File: config.mk
export PLATFORM = sky130hd
export DESIGN_NAME = signed_div_magic_number
export DESIGN_NICKNAME = d
export VERILOG_FILES = /design/src/rtl/sdm_pkg.sv /design/src/rtl/sdm_div_step.sv /design/src/rtl/sdm_fsm.sv /design/src/rtl/signed_div_magic_number.sv
export SDC_FILE = /design/constraint.sdc
export NUM_CORES = 1
export LEC_CHECK = 0
export BUFFER_PORTS_ARGS = -buffer_cell sky130_fd_sc_hd__buf_4
export CAP_MARGIN = 10
export CORE_ASPECT_RATIO = 1.25
export CORE_UTILIZATION = 50
export CTS_CLUSTER_SIZE = 24
export DETAILED_ROUTE_END_ITERATION = 12
export PLACE_DENSITY = 0.76
export SETUP_SLACK_MARGIN = 0.4
export SYNTH_ARGS = -nofsm -noshare
export SYNTH_HDL_FRONTEND = slang
export SYNTH_SLANG_ARGS = --single-unit
File: constraint.sdc
create_clock -name clk_i -period 7.16 [get_ports clk_i]
set_clock_uncertainty 0.05 [all_clocks]
set_input_delay 1.432 -clock clk_i [delete_from_list [all_inputs] [get_ports clk_i]]
set_output_delay 1.432 -clock clk_i [all_outputs]
set_load 0.05 [all_outputs]
File: src/rtl/sdm_pkg.sv
package sdm_pkg;

  // Fixed field widths of the ports
  localparam int DIVISOR_W = 32;
  localparam int MULT_W    = 32;
  localparam int SHIFT_W   = 5;

  // Default internal arithmetic width
  localparam int DEF_WIDTH = 32;

  typedef enum logic [3:0] {
    ST_IDLE,
    ST_REM,
    ST_ANC,
    ST_DIV1,
    ST_DIV2,
    ST_LOOP1,
    ST_LOOP2,
    ST_CHECK,
    ST_FINAL
  } sdm_state_e;

  // Sequencer controls towards the datapath
  typedef struct packed {
    logic idle;      // ready for a new divisor
    logic load;      // divisor transfer this cycle
    logic step_en;   // shared divide step writes back
    logic use_2;     // step works on q2/r2 rather than q1/r1
    logic div_anc;   // step divides by anc rather than |d|
    logic shift_in;  // feed dividend bit from quotient MSB
    logic anc_en;    // form anc from t mod |d|
    logic final_en;  // write the result register
  } sdm_ctrl_t;

endpackage

File: src/rtl/sdm_div_step.sv
module sdm_div_step #(
  parameter int WIDTH = sdm_pkg::DEF_WIDTH
) (
  input  logic [WIDTH-1:0] rem_i,
  input  logic [WIDTH-1:0] quo_i,
  input  logic [WIDTH-1:0] div_i,
  input  logic             shift_in_i,
  output logic [WIDTH-1:0] rem_o,
  output logic [WIDTH-1:0] quo_o
);
  import sdm_pkg::*;

  logic [WIDTH:0] ext;
  logic [WIDTH:0] diff;
  logic           ge;

  // one restoring step: shift in a dividend bit (or zero), trial subtract
  always_comb begin
    ext   = {rem_i, shift_in_i & quo_i[WIDTH-1]};
    diff  = ext - {1'b0, div_i};
    ge    = ~diff[WIDTH];
    rem_o = ge ? diff[WIDTH-1:0] : ext[WIDTH-1:0];
    quo_o = {quo_i[WIDTH-2:0], ge};
  end

endmodule

File: src/rtl/sdm_fsm.sv
module sdm_fsm #(
  parameter int WIDTH = sdm_pkg::DEF_WIDTH,
  parameter int IW    = $clog2(2 * WIDTH + 1)
) (
  input  logic               clk_i,
  input  logic               rst_ni,
  input  logic               in_valid_i,
  input  logic               ad_small_i,
  input  logic               loop_more_i,
  input  logic               out_free_i,
  output sdm_pkg::sdm_ctrl_t ctrl_o,
  output logic [IW-1:0]      iter_o
);
  import sdm_pkg::*;

  localparam int CW = $clog2(WIDTH);
  localparam logic [CW-1:0] CNT_LAST = CW'(WIDTH - 1);
  localparam logic [IW-1:0] ITER_MAX = IW'(2 * WIDTH);

  sdm_state_e    state_q, state_d;
  logic [CW-1:0] cnt_q, cnt_d;
  logic [IW-1:0] iter_q, iter_d;
  logic          cnt_last;

  assign cnt_last = (cnt_q == CNT_LAST);

  // next state
  always_comb begin
    state_d = state_q;
    unique case (state_q)
      ST_IDLE:  if (in_valid_i) state_d = ad_small_i ? ST_FINAL : ST_REM;
      ST_REM:   if (cnt_last) state_d = ST_ANC;
      ST_ANC:   state_d = ST_DIV1;
      ST_DIV1:  if (cnt_last) state_d = ST_DIV2;
      ST_DIV2:  if (cnt_last) state_d = ST_LOOP1;
      ST_LOOP1: state_d = ST_LOOP2;
      ST_LOOP2: state_d = ST_CHECK;
      ST_CHECK: state_d = (loop_more_i && (iter_q < ITER_MAX)) ? ST_LOOP1 : ST_FINAL;
      ST_FINAL: if (out_free_i) state_d = ST_IDLE;
      default:  state_d = ST_IDLE;
    endcase
  end

  // counters
  always_comb begin
    cnt_d  = '0;
    iter_d = iter_q;
    if ((state_q == ST_REM) || (state_q == ST_DIV1) || (state_q == ST_DIV2)) begin
      cnt_d = cnt_last ? '0 : cnt_q + 1'b1;
    end
    if (state_q == ST_IDLE) begin
      iter_d = '0;
    end else if (state_q == ST_LOOP1) begin
      iter_d = iter_q + 1'b1;
    end
  end

  // outputs
  always_comb begin
    ctrl_o = '0;
    unique case (state_q)
      ST_IDLE: begin
        ctrl_o.idle = 1'b1;
        ctrl_o.load = in_valid_i;
      end
      ST_REM: begin
        ctrl_o.step_en  = 1'b1;
        ctrl_o.shift_in = 1'b1;
      end
      ST_ANC:  ctrl_o.anc_en = 1'b1;
      ST_DIV1: begin
        ctrl_o.step_en  = 1'b1;
        ctrl_o.div_anc  = 1'b1;
        ctrl_o.shift_in = 1'b1;
      end
      ST_DIV2: begin
        ctrl_o.step_en  = 1'b1;
        ctrl_o.use_2    = 1'b1;
        ctrl_o.shift_in = 1'b1;
      end
      ST_LOOP1: begin
        ctrl_o.step_en = 1'b1;
        ctrl_o.div_anc = 1'b1;
      end
      ST_LOOP2: begin
        ctrl_o.step_en = 1'b1;
        ctrl_o.use_2   = 1'b1;
      end
      ST_CHECK: ctrl_o = '0;
      ST_FINAL: ctrl_o.final_en = out_free_i;
      default:  ctrl_o = '0;
    endcase
  end

  assign iter_o = iter_q;

  always_ff @(posedge clk_i or negedge rst_ni) begin
    if (!rst_ni) begin
      state_q <= ST_IDLE;
      cnt_q   <= '0;
      iter_q  <= '0;
    end else begin
      state_q <= state_d;
      cnt_q   <= cnt_d;
      iter_q  <= iter_d;
    end
  end

  a_iter_bound: assert property (@(posedge clk_i) disable iff (!rst_ni)
    iter_q <= ITER_MAX)
    else $error("doubling loop ran past its bound");

  a_cnt_only_div: assert property (@(posedge clk_i) disable iff (!rst_ni)
    (state_q != ST_REM && state_q != ST_DIV1 && state_q != ST_DIV2) |-> cnt_q == '0)
    else $error("step counter live outside a division phase");

endmodule

File: src/rtl/signed_div_magic_number.sv
// Channel  | Handshake                 | Payload
// ---------+---------------------------+--------------------------------------------------
// in       | in_valid_i / in_ready_o   | divisor_i
// out      | out_valid_o / out_ready_i | multiplier_o shift_amt_o add_fix_o sub_fix_o invalid_o
//
// Sequence: divide steps for t mod |d|, a state to form anc, divide steps for 2^(W-1)/anc
//   and for 2^(W-1)/|d|, then doubling iterations (states LOOP1, LOOP2, CHECK), then the
//   finish state; all divide steps run on the single shared divide-step unit.
// A divisor of magnitude below two goes straight to the finish state.
// One divisor at a time: in_ready_o is high only while the sequencer is idle.
// The result register frees the sequencer; a stalled output holds the finish state.
// Reset (rst_ni, async, active low) clears sequencer and output valid only.
module signed_div_magic_number #(
  parameter int WIDTH = sdm_pkg::DEF_WIDTH
) (
  input  logic                                clk_i,
  input  logic                                rst_ni,
  input  logic                                in_valid_i,
  output logic                                in_ready_o,
  input  logic signed [sdm_pkg::DIVISOR_W-1:0] divisor_i,
  output logic                                out_valid_o,
  input  logic                                out_ready_i,
  output logic signed [sdm_pkg::MULT_W-1:0]    multiplier_o,
  output logic [sdm_pkg::SHIFT_W-1:0]          shift_amt_o,
  output logic                                add_fix_o,
  output logic                                sub_fix_o,
  output logic                                invalid_o
);
  import sdm_pkg::*;

  localparam int IW = $clog2(2 * WIDTH + 1);
  localparam int EW = (WIDTH > DIVISOR_W) ? WIDTH : DIVISOR_W;
  localparam int MW = (WIDTH > MULT_W) ? WIDTH : MULT_W;
  localparam logic [WIDTH-1:0] TWO = {1'b1, {(WIDTH-1){1'b0}}};
  localparam logic [WIDTH-1:0] ONE = WIDTH'(1);

  sdm_ctrl_t      ctrl;
  logic [IW-1:0]  iter;

  // input decode: sign-extend then cut to WIDTH
  logic [EW-1:0]    div_ext;
  logic [WIDTH-1:0] d_in, ad_in;
  logic             dneg_in, ad_small;

  always_comb begin
    div_ext  = EW'(divisor_i);
    d_in     = div_ext[WIDTH-1:0];
    dneg_in  = d_in[WIDTH-1];
    ad_in    = dneg_in ? (~d_in + ONE) : d_in;
    ad_small = (ad_in[WIDTH-1:1] == '0);
  end

  // working registers
  logic [WIDTH-1:0] ad_q, anc_q, q1_q, r1_q, q2_q, r2_q;
  logic             dneg_q, inv_q;
  logic [WIDTH-1:0] ad_d, anc_d, q1_d, r1_d, q2_d, r2_d;
  logic             dneg_d, inv_d;

  // shared divide step
  logic [WIDTH-1:0] st_rem, st_quo, st_div, st_rem_n, st_quo_n;

  assign st_rem = ctrl.use_2 ? r2_q : r1_q;
  assign st_quo = ctrl.use_2 ? q2_q : q1_q;
  assign st_div = ctrl.div_anc ? anc_q : ad_q;

  sdm_div_step #(.WIDTH(WIDTH)) u_step (
    .rem_i      (st_rem),
    .quo_i      (st_quo),
    .div_i      (st_div),
    .shift_in_i (ctrl.shift_in),
    .rem_o      (st_rem_n),
    .quo_o      (st_quo_n)
  );

  // anc = t - 1 - (t mod |d|), with t = 2^(W-1) + dneg; -1 - r is ~r
  logic [WIDTH-1:0] anc_raw;
  assign anc_raw = (TWO | WIDTH'(dneg_q)) + ~r1_q;

  // loop continue test: q1 < delta, or equal with r1 zero
  logic [WIDTH-1:0] delta;
  logic             loop_more;
  assign delta     = ad_q - r2_q;
  assign loop_more = (q1_q < delta) || ((q1_q == delta) && (r1_q == '0));

  always_comb begin
    ad_d   = ad_q;
    anc_d  = anc_q;
    q1_d   = q1_q;
    r1_d   = r1_q;
    q2_d   = q2_q;
    r2_d   = r2_q;
    dneg_d = dneg_q;
    inv_d  = inv_q;
    if (ctrl.load) begin
      ad_d   = ad_in;
      dneg_d = dneg_in;
      inv_d  = ad_small;
      q1_d   = TWO | WIDTH'(dneg_in);   // dividend t for the remainder pass
      r1_d   = '0;
      q2_d   = TWO;
      r2_d   = '0;
    end else if (ctrl.anc_en) begin
      anc_d = (anc_raw == '0) ? ONE : anc_raw;
      q1_d  = TWO;
      r1_d  = '0;
    end else if (ctrl.step_en) begin
      if (ctrl.use_2) begin
        q2_d = st_quo_n;
        r2_d = st_rem_n;
      end else begin
        q1_d = st_quo_n;
        r1_d = st_rem_n;
      end
    end
  end

  always_ff @(posedge clk_i) begin
    ad_q   <= ad_d;
    anc_q  <= anc_d;
    q1_q   <= q1_d;
    r1_q   <= r1_d;
    q2_q   <= q2_d;
    r2_q   <= r2_d;
    dneg_q <= dneg_d;
    inv_q  <= inv_d;
  end

  // result register
  logic             out_valid_q, out_valid_d, out_free;
  logic [WIDTH-1:0] m;
  logic [MW-1:0]    m_ext;
  logic [IW-1:0]    shift_full;
  logic [MULT_W-1:0]  mult_q, mult_d;
  logic [SHIFT_W-1:0] shift_q, shift_d;
  logic             add_q, add_d, sub_q, sub_d, inv_out_q, inv_out_d;

  assign out_free = ~out_valid_q | out_ready_i;

  always_comb begin
    // -(q2 + 1) is ~q2
    m          = dneg_q ? ~q2_q : q2_q + ONE;
    m_ext      = MW'(m);
    shift_full = iter - IW'(1);
    mult_d     = mult_q;
    shift_d    = shift_q;
    add_d      = add_q;
    sub_d      = sub_q;
    inv_out_d  = inv_out_q;
    if (ctrl.final_en) begin
      if (inv_q) begin
        mult_d    = '0;
        shift_d   = '0;
        add_d     = 1'b0;
        sub_d     = 1'b0;
        inv_out_d = 1'b1;
      end else begin
        mult_d    = m_ext[MULT_W-1:0];
        shift_d   = shift_full[SHIFT_W-1:0];
        add_d     = ~dneg_q & m[WIDTH-1];
        sub_d     = dneg_q & ~m[WIDTH-1] & (m != '0);
        inv_out_d = 1'b0;
      end
    end
    out_valid_d = ctrl.final_en | (out_valid_q & ~out_ready_i);
  end

  always_ff @(posedge clk_i or negedge rst_ni) begin
    if (!rst_ni) begin
      out_valid_q <= 1'b0;
    end else begin
      out_valid_q <= out_valid_d;
    end
  end

  always_ff @(posedge clk_i) begin
    mult_q    <= mult_d;
    shift_q   <= shift_d;
    add_q     <= add_d;
    sub_q     <= sub_d;
    inv_out_q <= inv_out_d;
  end

  sdm_fsm #(.WIDTH(WIDTH), .IW(IW)) u_fsm (
    .clk_i       (clk_i),
    .rst_ni      (rst_ni),
    .in_valid_i  (in_valid_i),
    .ad_small_i  (ad_small),
    .loop_more_i (loop_more),
    .out_free_i  (out_free),
    .ctrl_o      (ctrl),
    .iter_o      (iter)
  );

  assign in_ready_o   = ctrl.idle;
  assign out_valid_o  = out_valid_q;
  assign multiplier_o = mult_q;
  assign shift_amt_o  = shift_q;
  assign add_fix_o    = add_q;
  assign sub_fix_o    = sub_q;
  assign invalid_o    = inv_out_q;

  a_busy_after_load: assert property (@(posedge clk_i) disable iff (!rst_ni)
    (in_valid_i && in_ready_o) |=> !in_ready_o)
    else $error("sequencer took a second divisor while busy");

  a_result_from_finish: assert property (@(posedge clk_i) disable iff (!rst_ni)
    $rose(out_valid_o) |-> $past(ctrl.final_en))
    else $error("result appeared without a finish cycle");

  a_step_nonzero_div: assert property (@(posedge clk_i) disable iff (!rst_ni)
    ctrl.step_en |-> (st_div != '0))
    else $error("divide step run with a zero divisor");

  a_invalid_zero: assert property (@(posedge clk_i) disable iff (!rst_ni)
    (out_valid_o && invalid_o) |->
      (multiplier_o == '0 && shift_amt_o == '0 && !add_fix_o && !sub_fix_o))
    else $error("invalid result carries non-zero fields");

endmodule
==> Word-level counts from Yosys, hierarchy flattened <==
Index checks and enable logic that the tools add are counted.
{ "totals": {"register_bits": 251, "inputBits": 36, "out_inout_bits": 42, "word_cells": 114} }
{ "op_classes": {"add_sub_neg": 8, "n_lt_le_gt_ge": 2, "eq_ne": 16, "n_mux": 30, "bitwise_logic": 18, "n_reduce_logical": 22} }
{ "ops": {"columns": ["cell", "n"], "rows": [
  ["32-bit two-way mux", 6],
  ["32-bit inverter", 3],
  ["32-bit by 1-bit adder with 32-bit output, second input constant", 2],
  ["32-bit logical NOT", 2],
  ["4-bit case mux with 9 select lines", 1],
  ["33-bit by 32-bit subtractor with 33-bit output", 1],
  ["32-bit adder", 1],
  ["32-bit == test", 1],
  ["32-bit < comparator", 1],
  ["32-bit nonzero test", 1],
  ["32-bit subtractor", 1],
  ["31-bit logical NOT", 1],
  ["4-bit two-way mux", 7],
  ["4-bit by 3-bit == test with 1-bit output, second input constant", 4],
  ["7-bit two-way mux", 2],
  ["1-bit two-way mux", 11],
  ["5-bit two-way mux", 2],
  ["4-bit by 2-bit == test with 1-bit output, second input constant", 2],
  ["2-bit by 1-bit != test with 1-bit output, second input constant", 4],
  ["1-bit inverter", 8],
  ["7-bit by 1-bit adder with 7-bit output, second input constant", 1],
  ["7-bit < comparator, second input constant", 1],
  ["2-bit AND reduction", 3],
  ["2-bit OR reduction", 3],
  ["other kinds (19)", 27]
]} }

==> Longest topological paths before layout <==
Gate-level depths: netlist (run 1).
{ "depth": {"depth_word": 11, "ltp_mapped": 23, "ltp_nobuf": 23} }

==> Hierarchy <==
Synthesis (run 1) repeated with hierarchy kept, for this count alone.
{ "unflattened": {"hier_cells": 2050, "hier_area_um2": 17646.9} }
{ "by_module_without_submodules": {"columns": ["module", "n_inst", "cells_per_inst", "area_per_inst_um2"], "rows": [
  ["signed_div_magic_number", 1, 1641, 14291.2],
  ["sdm_div_step", 1, 314, 2413.6],
  ["sdm_fsm", 1, 95, 942.2]
]} }

==> Worst setup path after synthesis (run 1) <==
Ideal clock, no wire load.
{ "synth_path": {"path_type": "register to register", "from": "register u_fsm.state_q[1]", "to": "register r1_q[20]", "setup_ns": 0.122, "t_arrival_ns": 5.453, "setup_slack_ns": 1.535, "stages_incl_launch_ff": 6, "path_buffers": 2, "period_less_slack_ns": 5.625, "cell_sequence": "dfrtp_1 > clkbuf_1 > nor4b_1 > nor3_1 > clkbuf_1 > a221o_1"} }
{ "synth_between": {"elab_chain_cells": 7, "word_cells_on_any_way": 26, "cone_classes": "1 x add/sub; 6 x eq/ne; 10 x mux; 2 x bitwise; 7 x reduce/logical"} }
{ "synth_lines": {"columns": ["element", "line", "text"], "rows": [
  ["from (decl)", "sdm_fsm.sv:20", "sdm_state_e state_q, state_d;"],
  ["from (signal assigned)", "sdm_fsm.sv:103", "state_q <= state_d;"],
  ["4-bit by 3-bit == test with 1-bit output", "sdm_fsm.sv:61", "unique case (state_q)"],
  ["2-bit OR reduction (no source line)", null, null],
  ["1-bit two-way mux", "sdm_fsm.sv:61", null],
  ["32-bit two-way mux", "signed_div_magic_number.sv:63", "assign st_quo = ctrl.use_2 ? q2_q : q1_q;"],
  ["1-bit bitwise AND", "sdm_div_step.sv:19", "ext = {rem_i, shift_in_i & quo_i[WIDTH-1]};"],
  ["33-bit by 32-bit subtractor with 33-bit output", "sdm_div_step.sv:20", "diff = ext - {1'b0, div_i};"],
  ["32-bit two-way mux", "sdm_div_step.sv:22", "rem_o = ge ? diff[WIDTH-1:0] : ext[WIDTH-1:0];"],
  ["to (signal assigned)", "signed_div_magic_number.sv:121", "r1_q <= r1_d;"],
  ["to (decl)", "signed_div_magic_number.sv:54", "logic [WIDTH-1:0] ad_q, anc_q, q1_q, r1_q, q2_q, r2_q;"]
]} }
Parallel ways exist; a longest one is shown, timed or not.
A chain may end at the register's enable or synchronous reset.

==> Final worst setup path (run 1) <==
{ "layout_path": {"from": "register r2_q[6]", "to": "register u_fsm.state_q[0]"} }
{ "layout_between": {"elab_chain_cells": 7, "word_cells_on_any_way": 8, "cone_classes": "1 x add/sub; 1 x order compare; 1 x eq/ne; 2 x mux; 3 x reduce/logical"} }
{ "layout_lines": {"columns": ["element", "line", "text"], "rows": [
  ["from (decl)", "signed_div_magic_number.sv:54", null],
  ["from (signal assigned)", "signed_div_magic_number.sv:123", "r2_q <= r2_d;"],
  ["32-bit subtractor *", "signed_div_magic_number.sv:82", "assign delta = ad_q - r2_q;"],
  ["parallel branches: the longest is 2 deep, another holds 32-bit < comparator", null, null],
  ["1-bit logical OR *", "signed_div_magic_number.sv:83", "assign loop_more = (q1_q < delta) || ((q1_q == delta) && (r1_q == '0));"],
  ["1-bit logical AND *", "sdm_fsm.sv:38", "ST_CHECK: state_d = (loop_more_i && (iter_q < ITER_MAX)) ? ST_LOOP1 : ST_FINAL;"],
  ["4-bit two-way mux *", "sdm_fsm.sv:38", null],
  ["4-bit case mux with 9 select lines *", "sdm_fsm.sv:30", "unique case (state_q)"]
]} }
Mark *: on every way between the ends.

==> results of run 1 <==
==> cells in the final DEF (no fill, tap or decap), types with 5 or more instances in the layout <==
cell         n
o21bai_1     9
inv_1       70
o21ai_0    136
a211oi_1     8
nor2b_1     12
nand2b_1    16
ha_1       103
edfxtp_1   107
xnor2_1     88
clkbuf_16   27
o22ai_1      6
dfxtp_1    127
and3_1      21
nand3b_1     7
nor3_1      30
nand4_1     23
o21a_1       6
a31oi_1     20
nor2_1     137
mux2i_1     80
nand3_1     41
a21oi_1    152
a21o_1      47
or3_1       10
buf_4       90
o211ai_1     7
dfrtp_1     17
and2_1      11
nor4_1      20
o31ai_1     15
a22o_1      32
o41ai_1      5
xor2_1      71
nor3b_1      9
and4_1       9
a41oi_1      8
nand2_1    201
==> stage by stage <==
stage / worst slack (ps) / area (um^2) / util
final: 1897 / 18200 / 0.5584
after global routing: 1245 / 18200 / 0.5584
after CTS: 1932 / 18200 / 0.5584
after detailed placement: 1978 / 17310 / 0.5310
after global placement: 2206 / 17310 / 0.5310
after floorplan: 1535 / 16510 / -
==> per-layer routing <==
layer | routed length, um | global-route usage | up-vias
met5 | 0 | 0 | -
met4 | 2007 | 0.1288 | 0
met3 | 2080 | 0.02369 | 108
met2 | 20070 | 0.4272 | 444
met1 | 17300 | 0.3031 | 6529
li1 | - | - | 6750
==> worst max-delay path, delay by kind of cell, from the launching register on <==
| kind | cells | cell delay [ps] |
|---|---|---|
| adder cells (fa/ha/maj) | 2 | 670 |
| AND/OR/NAND/NOR | 5 | 1080 |
| buffers and inverters | 1 | 70 |
| flip-flops | 1 | 380 |
| AO/OA/AOI/OAI | 12 | 2850 |
==> final cells by class <==
cell class	instances	area, um^2	area share
clock buffers	34	732.0	0.04022
clock inverters	14	160.2	0.008801
inverters	72	270.3	0.01485
multi-input cells	1429	9615	0.5284
flip-flops and latches	251	6181	0.3397
well taps	418	523.0	0.02874
repair buffers	92	715.7	0.03933
==> worst paths after layout <==
kind	endpoint	startpoint	slack, ps
min in group asynchronous	u_fsm.iter_o[3]	rst_ni	690
worst max-delay path	u_fsm.state_q[0]	r2_q[6]	1900
max in group asynchronous	u_fsm.iter_o[6]	rst_ni	6180
worst min register to register	u_fsm.cnt_q[0]	u_fsm.cnt_q[0]	420
worst max register to register	u_fsm.state_q[0]	r2_q[6]	1900
worst min-delay path	u_fsm.cnt_q[0]	u_fsm.cnt_q[0]	420
==> flip-flops by register name, indices dropped and copies added, names as in the netlist <==
name / cells
ad_q: 32
add_fix_o: 1
anc_q: 32
dneg_q: 1
inv_q: 1
invalid_o: 1
multiplier_o: 32
out_valid_o: 1
q1_q: 32
q2_q: 32
r1_q: 32
r2_q: 32
shift_amt_o: 5
sub_fix_o: 1
u_fsm.cnt_q: 5
u_fsm.iter_o: 7
u_fsm.state_q: 4
==> power by group <==
part	total, mW	switching [mW]	internal [mW]
sequential	2.46	0.485	1.97
combinational	6.17	3.69	2.49
clock	1.42	0.587	0.832
total	10.0	4.76	5.29
==> logic make-up (layout without fill, tap and decap cells) <==
group / after synthesis / after routing / synth area share
adders and majority gates: 105 / 105 / 0.08049
DFF: 251 / 251 / 0.3744
muxes: 84 / 84 / 0.05123
buffers and inverters: 192 / 212 / 0.04570
and+or+nand+nor: 586 / 586 / 0.1764
AOI/OAI and AO/OA: 495 / 495 / 0.1875
xor gates and xnor gates: 159 / 159 / 0.08435
==> results by group, run 1 <==
Outcome
  – Status: finished, final reports clean

Pwr
  – Pleak: around 7.6 nW
  – Design Power: roughly 10 mW
  – PD cells: 552.3 nW/um^2
  – Worst vdd ir: roughly 0.54 mV

Synthesis
  – Mapped cell area: 16510 um^2
  – Synth Flop Type: dfxtp_1
  – Seq/Total Area, Yosys: 0.3744
  – Post-synth ARST share: 0.06773
  – Yosys reg bits: ~250
  – Synth Area per Inst: roughly 8.8 um^2
  – Mapped Cells: roughly 1900
  – Ys Warns: 0
  – Largest area contributor in the netlist: edfxtp_1
  – Post-Syn Nets: about 2000
  – Synth unique cells: 84
  – Top cells by count, synth: 202 x nand2_1, 153 x a21oi_1, 137 x nor2_1, 136 x o21ai_0, 127 x dfxtp_1
  – Post-synth EDFFs: ~110
  – Most frequent cell after synthesis: nand2_1
  – Synth top area share: 0.1946
  – Synth area leaders: edfxtp_1 19%, dfxtp_1 15%, ha_1 7.8%, mux2i_1 4.9%, xnor2_1 4.7%

STA
  – Slew margin rel.: 0.1662
  – Setup violations, final: 0
  – Max Slew Vio Count: 0
  – Final hold vios: 0
  – Worst-Margin Slew: about 1200 ps
  – Fin crit share: 0.7350
  – Unrepaired setup endpoints after global routing: false
  – FMAX: 190.0 MHz
  – Sum Neg Setup Slack: 0 ps
  – Tmin final: approximately 5300 ps
  – Fin Hold WS: 417.9 ps

Global route
  – Largest net degree at the start of global routing: a little under 80
  – Grt ovf: 0
  – First-pass GRT wire length: about 67000 um
  – Gr usage total: 0.2475
  – Antenna violations before repair: 0
  – Vias in the first global route: about 13000

Route
  – Routed Antenna Nets: 0
  – Via density: 5.987
  – DRT iter0 DRCs: 1103
  – WL per Instance: 17.95 um
  – Routed vias: about 14000
  – TritonRoute pass-1 iters: 5
  – Residual DRC: 0
  – Post-Route WL: a little over 40000 um

Worst setup path
  – Cell mode on critical path: a21oi_1
  – Critical Path RT: roughly 7500 ps
  – Worst Reg-to-Reg Cells: 20
  – CP arrival: approximately 5600 ps
  – Critical path endpoint category: flop
  – CP max stage cell: a2111oi_0
  – Crit path launch type: flop
  – Worst path max stage delay: 590 ps
  – Worst Setup Path Type: flop to flop
  – Max FO, Critical Path: 8
  – Crit-path cells: inv_1 -> ha_1 -> a21oi_1 -> o211ai_1 -> a21oi_1 -> a31oi_1 -> a2111oi_0 -> o31ai_1 -> a21boi_0 -> o32ai_1 -> nor4_1 -> and3b_1 -> ha_1 -> nand4_1 -> nor4_1 -> o21ai_0 -> a21oi_1 -> nand2_1 -> a32oi_1 -> o21ai_0

CTS
  – Cts hold-fix bufs: 0
  – CTS root buf: clkbuf_16
  – Clock slew seen by the registers of the worst setup and hold paths: ~70 ps
  – H-tree depth: 1
  – Worst skew pair latency: approximately 560 ps
  – Max clock buf depth: 3
  – CTS tree: built
  – CTS Buf Count: 26
  – Setup Fix Bufs, Post-CTS: 0
  – PostCTS Resize Cnt: 0
  – Clk sinks: 251

Placed design
  – Port bufs: between 70 and 80
  – Final HPWL DP: between 30000 and 40000 um
  – GPL Wtd Cong: ~0.92
  – Total instance count after detailed placement: 2262

Floorplanning
  – Row count: 74
  – Starting Density: 0.5066
  – Chip width: 164.5 um
  – Die height: 205.2 um
  – IO Count: a little under 80
  – Die area: ~34000 um^2
  – Placeable Area: about 33000 um^2

Final layout
  – Area Overhead vs Synth: 10.22%
  – Share of layout cells above drive strength 1: 0.08932
  – Final #Nets: approximately 2000
  – Fin cells: 2310
  – FILL cells: approximately 2900
  – Ant. Diodes: 0

Hold path
  – Hold path depth: 1
  – Hold Path Class: flop to flop

Job
  – Max cap viols: 0
No activity file was read; power rests on OpenSTA's default activity.
==> run 2, diff against run 1 <==
--- a/config.mk
+++ b/config.mk
@@ -5,6 +5,7 @@
 export SDC_FILE = /design/constraint.sdc
 export NUM_CORES = 1
 export LEC_CHECK = 0
+export ABC_AREA = 1
 export BUFFER_PORTS_ARGS = -buffer_cell sky130_fd_sc_hd__buf_4
 export CAP_MARGIN = 10
 export CORE_ASPECT_RATIO = 1.25
==> constraint.sdc (replaced) <==
create_clock -name clk_i -period 4.9 [get_ports clk_i]
set_clock_uncertainty 0.05 [all_clocks]
set_input_delay 0.98 -clock clk_i [delete_from_list [all_inputs] [get_ports clk_i]]
set_output_delay 0.98 -clock clk_i [all_outputs]
set_load 0.05 [all_outputs]
==> run 2 against run 1 <==
Compared with the run above:
- final area grew 11%
- wire length grew 42%
- critical path type unchanged
- critical path depth grew 1
- setup slack lost 1300 ps
- non-clock buffer count grew 17
- highest routed layer unchanged
- register-to-register slack lost 1300 ps
- sequential cell count is the same
- die area grew 9.0%
==> results by group, run 2 <==
Final layout
  – Commonest non-fill, non-tap cell in the layout: nand2_1
  – Area Overhead vs Synth: 12.25%
  – Final #Nets: 2803 (+39%)
  – Share of layout cells above drive strength 1: 0.08271 (-0.006611)
  – Fin cells: 3159 (+37%)
  – Commonest non-fill, non-tap cells in the layout: 668 x nand2_1, 365 x inv_1, 295 x nor2_1

Worst setup path
  – Crit path launch type: flop
  – Reg2Reg Setup Slack: 560 ps (-1340 ps)
  – CP max stage cell: dfrtp_1
  – Worst Setup Path Type: flop to flop
  – Crit-path cells: inv_2 -> nor2_1 -> nand2_1 -> inv_2 -> nor2_4 -> buf_4 -> buf_6 -> mux2i_2 -> ha_1 -> a21oi_1 -> o21ai_1 -> a21oi_1 -> nand2_2 -> nand4_2 -> nand2_1 -> nand2_4 -> nand2_8 -> nand2_1 -> nand2_1 -> nand2_1 -> o21ai_2
  – Critical Path RT: 5270 ps (-2250 ps)
  – CP arrival: 4710 ps (-910 ps)
  – R2r endpoint: r1_q[0]
  – Worst Reg-to-Reg Cells: 21 (+5.0%)
  – Cell mode on critical path: nand2_1
  – Max FO, Critical Path: 17 (+9)
  – Worst r2r src: u_fsm.state_q[0]
  – Critical Path Start: u_fsm.state_q[0]
  – Worst Setup EP: r1_q[0]
  – Worst path max stage delay: 450 ps (-140 ps)
  – Critical path endpoint category: flop

Synthesis
  – Seq/Total Area, Yosys: 0.3432 (-0.03121)
  – Top cells by count, synth: 669 x nand2_1, 369 x inv_1, 296 x nor2_1, 174 x o21ai_0, 141 x a21oi_1
  – Synth top area share: 0.1784 (-0.01622)
  – Mapped Cells: 2588 (+38%)
  – Synth Flop Type: dfxtp_1
  – Post-synth EDFFs: 107 (unchanged)
  – Ys Warns: 0 (unchanged)
  – Largest area contributor in the netlist: edfxtp_1
  – Synth Area per Inst: 6.959 um^2 (-21%)
  – Post-Syn Nets: 2729 (+36%)
  – Yosys reg bits: 251 (unchanged)
  – Synth area leaders: edfxtp_1 18%, dfxtp_1 14%, nand2_1 14%, inv_1 7.7%, ha_1 7.2%
  – Post-synth ARST share: 0.06773 (unchanged)
  – Synth unique cells: 54 (-36%)
  – Mapped cell area: 18010 um^2 (+9.1%)
  – Most frequent cell after synthesis: nand2_1

Global route
  – First-pass GRT wire length: 89270 um (+34%)
  – Largest net degree at the start of global routing: 69 (-10%)
  – Gr usage total: 0.3148 (+0.06728)
  – Vias in the first global route: 16840 (+28%)
  – Grt ovf: 0 (unchanged)
  – Antenna violations before repair: 1 (+1)

Pwr
  – Design Power: 15.12 mW (+50%)
  – Worst vdd ir: 0.6983 mV (+30%)
  – Pleak: 9.538 nW (+26%)
  – PD cells: 747.8 nW/um^2 (+35%)

Route
  – DRT iter0 DRCs: 1658 (+50%)
  – WL per Instance: 18.58 um (+3.5%)
  – Routed Antenna Nets: 0 (unchanged)
  – Routed vias: 17570 (+27%)
  – TritonRoute pass-1 iters: 6 (+1)
  – Residual DRC: 0 (unchanged)
  – Post-Route WL: 58690 um (+42%)
  – Via density: 5.561 (-7.1%)

CTS
  – Cts hold-fix bufs: 0 (unchanged)
  – CTS Buf Count: 28 (+7.7%)
  – Max clock buf depth: 3 (unchanged)
  – Worst skew pair latency: 560 ps (about the same)
  – H-tree depth: 1 (unchanged)
  – CTS tree: built
  – Clock slew seen by the registers of the worst setup and hold paths: 60 ps (about the same)
  – CTS root buf: clkbuf_16
  – Clk sinks: 251 (unchanged)

Placed design
  – Total instance count after detailed placement: 3097 (+37%)
  – Final HPWL DP: 46140 um (+53%)
  – Pre-CTS setup slack: 160.9 ps (-1817 ps)
  – Port bufs: 77 (unchanged)
  – GPL Wtd Cong: 1.044 (+13%)

STA
  – Final hold vios: 0 (unchanged)
  – Tmin final: 4341 ps (-921.7 ps)
  – Sum Neg Setup Slack: 0 ps (unchanged)
  – Final WS setup: 558.8 ps (-1338 ps)
  – Worst-Margin Slew: 1201 ps (-45.63 ps)
  – Fin crit share: 0.8860 (+0.1509)
  – Unrepaired setup endpoints after global routing: false
  – Setup violations, final: 0 (unchanged)
  – Max Slew Vio Count: 0 (unchanged)
  – FMAX: 230.4 MHz (+21%)
  – Slew margin rel.: 0.1993 (+0.03312)

Floorplanning
  – IO Count: 78 (unchanged)
  – Die area: 36790 um^2 (+9.0%)
  – Starting Density: 0.5080 (+0.001446)
  – Placeable Area: 35450 um^2 (+8.8%)
  – Row count: 77 (+4.1%)
  – Die height: 214.2 um (+4.4%)
  – Chip width: 171.8 um (+4.4%)

Outcome
  – Status: finished, final reports clean

Hold path
  – Hold Path Class: input port to asynchronous set/reset pin

Job
  – Max cap viols: 0 (unchanged)
[run 2: area by class of cell]
| type | count | area, um^2 |
|---|---|---|
| Fill cell | 3372 | 15240 |
| Multi-Input combinational cell | 1896 | 10220 |
| Sequential cell | 251 | 6181 |
| Inverter | 376 | 1411 |
| Timing Repair Buffer | 109 | 867.1 |
| Clock buffer | 41 | 833.3 |
| Tap cell | 474 | 593.1 |
| Clock inverter | 11 | 112.6 |
| Antenna cell | 1 | 2.502 |
[run 2: per-stage QoR]
| stage | instance area, um^2 | util | hold slack (ps) |
|---|---|---|---|
| global route | 20220 | 0.5702 | 242.9 |
| CTS | 20030 | 0.5650 | 226.2 |
| detailed placement | 19070 | 0.5379 | 405.3 |
| finish | 20220 | 0.5703 | 239.8 |
| global placement | 19070 | 0.5379 | 394.4 |
| floorplan | 18010 | - | 382.9 |
[run 2: power breakdown]
| part | total [mW] | internal, mW | switching [mW] |
|---|---|---|---|
| Clock | 2.18 | 1.29 | 0.892 |
| Combinational | 9.46 | 3.09 | 6.38 |
| Sequential | 3.48 | 2.93 | 0.550 |
| Total | 15.1 | 7.30 | 7.82 |
[run 2: worst min-delay path by stage]
stage                         from         endpoint  slack, ps
global route                rst_ni  u_fsm.iter_o[6]        240
floorplan           u_fsm.cnt_q[0]   u_fsm.cnt_q[0]        380
CTS                         rst_ni  u_fsm.iter_o[6]        230
finish                      rst_ni   u_fsm.cnt_q[3]        240
global placement    u_fsm.cnt_q[0]   u_fsm.cnt_q[0]        390
detailed placement        r1_q[25]         r1_q[25]        410
[run 2: logic make-up after synthesis]
| family | after synthesis | share of synthesized area |
|---|---|---|
| and+or+nand+nor | 1239 | 0.2890 |
| buffers and inverters | 443 | 0.09733 |
| AOI/OAI and AO/OA | 408 | 0.1256 |
| DFF | 251 | 0.3432 |
| xor gates and xnor gates | 112 | 0.05446 |
| adders and majority gates | 105 | 0.07378 |
| muxes | 30 | 0.01667 |
[run 2: what timing repair did]
| action | in CTS | in global routing |
|---|---|---|
| pin swaps | 1 | 5 |
| gates resized for setup | 0 | 23 |
| setup buffers | 2 | 4 |
| cloned | 0 | 2 |
| endpoints found under the setup margin | 66 | 63 |
[run 2: routing by layer]
metal  wire length [um]  GRT usage  vias to the layer above  share of wire
li1                   -          -                     8567              -
met1              22480     0.3599                     8130           0.38
met2              28430     0.5482                      678           0.48
met3               3430    0.03618                      193          0.058
met4               4351     0.2047                        0          0.074
met5                  0          0                        -              0
[run 2: worst max-delay path, delay by kind of cell, from the launching register on]
| kind | cells | cell delay (ps) |
|---|---|---|
| AOI/OAI and AO/OA | 4 | 660 |
| adders and majority gates | 1 | 350 |
| buffers and inverters | 4 | 650 |
| DFF | 1 | 450 |
| muxes | 1 | 370 |
| and+or+nand+nor | 11 | 1630 |
